**src/rtl/stph_ram.sv**
```systemverilog
// ----------------------------------------------------------------------------
// Generic RAM
// One write port, one read port, registered read data.
// ----------------------------------------------------------------------------
`default_nettype none
module stph_ram #(
  parameter int unsigned Width = 8,
  parameter int unsigned Depth = 16
) (
  input  wire logic                     clk_i,
  input  wire logic                     we_i,
  input  wire logic [$clog2(Depth)-1:0] waddr_i,
  input  wire logic [Width-1:0]         wdata_i,
  input  wire logic [$clog2(Depth)-1:0] raddr_i,
  output logic      [Width-1:0]         rdata_o
);
  logic [Width-1:0] mem [Depth];
  always_ff @(posedge clk_i) begin
    if (we_i) begin
      mem[waddr_i] <= wdata_i;
    end
    rdata_o <= mem[raddr_i];
  end
endmodule
`default_nettype wire

```
**config.mk**
```make
export PLATFORM = sky130hd
export DESIGN_NAME = stph_ram
export DESIGN_NICKNAME = d
export VERILOG_FILES = /design/src/rtl/stph_ram.sv
export SDC_FILE = /design/constraint.sdc
export NUM_CORES = 1
export LEC_CHECK = 0
export ABC_CLOCK_PERIOD_IN_PS = 2530
export BUFFER_PORTS_ARGS = -buffer_cell sky130_fd_sc_hd__buf_2
export CAP_MARGIN = 10
export CORE_ASPECT_RATIO = 2
export CORE_MARGIN = 3
export CORE_UTILIZATION = 45
export CTS_CLUSTER_DIAMETER = 120
export DETAILED_ROUTE_END_ITERATION = 6
export GPL_TIMING_DRIVEN = 0
export PLACE_DENSITY_LB_ADDON = 0.2
export SLEW_MARGIN = 20
export SYNTH_ARGS = -nofsm -noshare
export SYNTH_HDL_FRONTEND = slang
export SYNTH_SLANG_ARGS = --single-unit
```
**constraint.sdc**
```tcl
create_clock -name clk_i -period 2.53 [get_ports clk_i]
set_input_delay 0.1265 -clock clk_i [delete_from_list [all_inputs] [get_ports clk_i]]
set_output_delay 0.1265 -clock clk_i [all_outputs]
set_load 0.05 [all_outputs]
```
Yosys cells after proc, flatten, opt, wreduce, memory -nomap -nowiden
Memory sizes are Yosys's and may differ from the RTL's. A register that Yosys moved wholly into a read port is not among the register bits.
Index checks and enable logic that the tools add are counted.
{ "op_classes": {"muxes": 2} }
{ "ops": {"columns": ["op", "count"], "rows": [
  ["1-bit two-way mux", 2]
]} }
{ "totals": {"ff_bits": 0, "mem_bits_rw": 128, "in_bits": 18, "output_inout_bits": 8, "word_cells": 3, "memories": 1} }
{ "mem_list": {"columns": ["name", "words", "width", "rd", "rd_ports_with_merged_regs", "wr", "line", "rtl"], "rows": [
  ["mem", 16, 8, 1, 1, 1, "17", "logic [Width-1:0] mem [Depth];"]
]} }

Longest topological paths before layout
{ "depth": {"depth_word": 2, "mapped_depth": 5, "ltp_nobuf": 3} }

Worst setup path before layout
OpenSTA, ideal clock, no wires.
{ "synth_timing": {"path_type": "input to register", "start": "in waddr_i[2]", "end": "mem mem[0][0], enable pin", "setup_time_ns": 0.383, "arrival_time_ns": 1.236, "required_ns": 2.147, "setup_slack_ns": 0.911, "path_stages": 2, "n_path_buf": 0, "path_cell_list": "or3b_2 nor3_1"} }
{ "synth_rtl": {"columns": ["item", "line", "rtl"], "rows": [
  ["start, declared", "12", "input wire logic [$clog2(Depth)-1:0] waddr_i,"],
  ["end, declared", "17", null]
]} }
Straight into the memory's write port.

==> results.py <==
metrics = {
    "logic_synthesis": {
        "synthTopCellsByArea": "edfxtp_1 (75%), mux4_2 (7.9%), mux4_1 (7.1%)",
        "synth_most_common_cell": "edfxtp_1",
        "synth_flop_cell": "edfxtp_1",
        "avgSynthCellArea_um2": 22.5,
        "synth_nets": 247,
        "yosys.area.top_type": "edfxtp_1",
        "netlist_area_um2": 5150,
        "ys_warn_count": 0,
        "synth-edff-count": 128,
        "yosysUniqueCellTypes": 19,
        "syn-instance-count": 229,
        "ys_seq_area_frac": 0.778,
        "yosysTopAreaCellShare": 0.747,
        "ys_ff_latch": 136,
        "yosys-top-cells-count": "edfxtp_1 (128), mux4_2 (18), a22oi_1 (16), mux4_1 (14), nor2_1 (13)",
        "synthArstFlopShare": 0,
    },
    "critical_path": {
        "start_kind": "register",
        "worstPathMaxFanout": 1,
        "crit_type": "register to register",
        "worst-endpoint-arrival_ns": 1.72,
        "critPathMaxStageDelay_ns": 0.53,
        "worstPathCellList": "mux4_1, a22oi_1, nand2_1",
        "worstPathRequired_ns": 2.81,
        "crit_start": "mem[0][0]",
        "crit_path_top_delay_cell": "mux4_1",
        "r2r_start": "mem[0][0]",
        "critPathCaptureType": "register",
    },
    "sta": {
        "post-route-period-util": 0.569,
        "finalHoldViolations": 0,
        "hold_ws_ns": 0.123,
        "setup_violations": 0,
        "slew_violations": 0,
        "max_freq_mhz": 695,
        "setup-tns-final_ns": 0,
        "layout_setup_ws_ns": 1.09,
        "fin_skew_ns": 0.00475,
        "slew_headroom": 0.423,
        "rsz0062_at_grt": "false",
        "worst_pin_slew_ns": 0.862,
        "finalCriticalPeriod_ns": 1.44,
    },
    "global_routing": {
        "grt-ovfl-total": 0,
        "grt_pass1_vias": 2431,
        "use_met1": 0.214,
        "grt_usage": 0.177,
        "busiest_layer": "met2",
        "grt_antenna_before_repair": 0,
        "grt_use_met2": 0.295,
        "grt_max_degree": 17,
        "grt_pass1_wl_mm": 15.1,
        "met3_usage": 0.0498,
    },
    "cts": {
        "cts_hold_buf": 0,
        "clockBufferDepth": 2,
        "clk_latency_ns": 0.41,
        "h-tree-depth": 4,
        "cts_made_buffers": 17,
        "cts_tree": "done",
        "cts_sinks": 136,
        "postCtsSetupBuffers": 0,
        "cts_root_buffer": "clkbuf_16",
        "post_cts_resized": 0,
        "clk_pin_slew_worst_paths_ns": 0.06,
    },
    "drt": {
        "wire_per_inst_um": 23.6,
        "first_pass_iters": 4,
        "drc": 0,
        "vias": 2360,
        "ant_nets": 0,
        "first_iter_violations": 200,
        "vias_per_cell": 5.57,
        "wirelength_mm": 9.99,
    },
    "outcome": {
        "status": "finished, final reports clean",
    },
    "cells_and_area": {
        "fin_cells": 424,
        "nNetsFinal": 290,
        "n_antenna_cell": 0,
        "multiInputGateArea_um2": 1080,
        "num-fill-cells": 846,
        "drive_gt1_frac": 0.285,
        "syn2layout_area_growth_pct": 16.7,
        "register_area_um2": 4000,
    },
    "min_path": {
        "hp-start": "wdata_i[4]",
        "holdCritPathClass": "input port to register",
    },
    "power": {
        "power_density_nw_per_um2": 850,
        "max-vdd-ir-drop_uv": 491,
        "leakage_nw": 2.01,
    },
    "die": {
        "core_area_um2": 11000,
        "die_area_um2": 12800,
        "dieHeight_um": 157,
        "row_count": 54,
        "io_pins": 26,
        "initial_core_util": 0.467,
        "die_w_um": 81.6,
    },
    "placed_design": {
        "post-place-ws_ns": 0.689,
        "hpwl_mm": 6.62,
        "portBuffers": 24,
        "gp_congestion": 0.843,
        "dp.cells": 393,
    },
    "run": {
        "maxCapViolations": 0,
    },
}
## stage by stage
step | power, mW | cell area (um2) | utilization
2_1_floorplan | 2.76 | 5150 | -
3_3_place_gp | 2.87 | 5440 | 0.494
3_5_place_dp | 2.88 | 5460 | 0.496
4_1_cts | 5.15 | 6010 | 0.545
5_1_grt | 5.28 | 6010 | 0.545
6_report | 5.10 | 6010 | 0.545
## logic make-up (layout without fill, tap and decap cells)
kind of cell / Yosys count / after routing / synth area share
muxes: 32 / 32 / 0.150
buffers and inverters: 10 / 65 / 0.0168
and+or+nand+nor: 35 / 35 / 0.0318
DFF: 136 / 136 / 0.778
AOI/OAI and AO/OA: 16 / 16 / 0.0233
## per-layer routing
layer / vias up / part of all wire
met5: - / 0
met4: 0 / 0.021
met3: 14 / 0.053
met2: 82 / 0.56
met1: 1209 / 0.37
li1: 1055 / -
## power breakdown
group / internal (mW) / switching (mW)
combinational: 0.101 / 0.192
clock: 1.42 / 0.860
sequential: 2.52 / 0.0112
total: 4.04 / 1.06
## sequential cells by signal, indices dropped and copies added (netlist names)
name,cells
mem,128
rdata_o,8
## final cells by class
| cell class | instances | area share |
|---|---|---|
| Sequential cell | 136 | 0.667 |
| Buffer | 10 | 0.0144 |
| Tap cell | 140 | 0.0292 |
| Clock buffer | 19 | 0.0721 |
| Clock inverter | 12 | 0.0183 |
| Multi-Input combinational cell | 83 | 0.179 |
| Timing Repair Buffer | 24 | 0.0200 |
## critical path, delay by kind of cell, from the launching register on
kind               cells  cell delay (ns)
muxes                  1             0.53
DFF                    1             0.36
AOI/OAI and AO/OA      1             0.30
and+or+nand+nor        1             0.11
## final timing paths
kind	to	slack (ns)	depth (start not counted)
min reg2reg	rdata_o[1]	0.67	3
min	mem[0][4]	0.12	1
max	rdata_o[0]	1.09	3
max reg2reg	rdata_o[0]	1.09	3
## placed cells by master, fill, tap and decap left out, types with 3 or more instances in the layout
| master | synthesis | final |
|---|---|---|
| buf_2 | 3 | 27 |
| buf_6 | 3 | 3 |
| nand2_1 | 9 | 9 |
| nor3_2 | 0 | 4 |
| nor2_1 | 13 | 13 |
| clkdlybuf4s25_2 | 3 | 3 |
| dfxtp_1 | 8 | 8 |
| edfxtp_1 | 128 | 128 |
| clkinv_1 | 0 | 5 |
| clkinv_2 | 0 | 3 |
| mux4_2 | 18 | 18 |
| clkbuf_16 | 0 | 17 |
| a22oi_1 | 16 | 16 |
| mux4_1 | 14 | 14 |
Power figures use the tool's default switching activity.
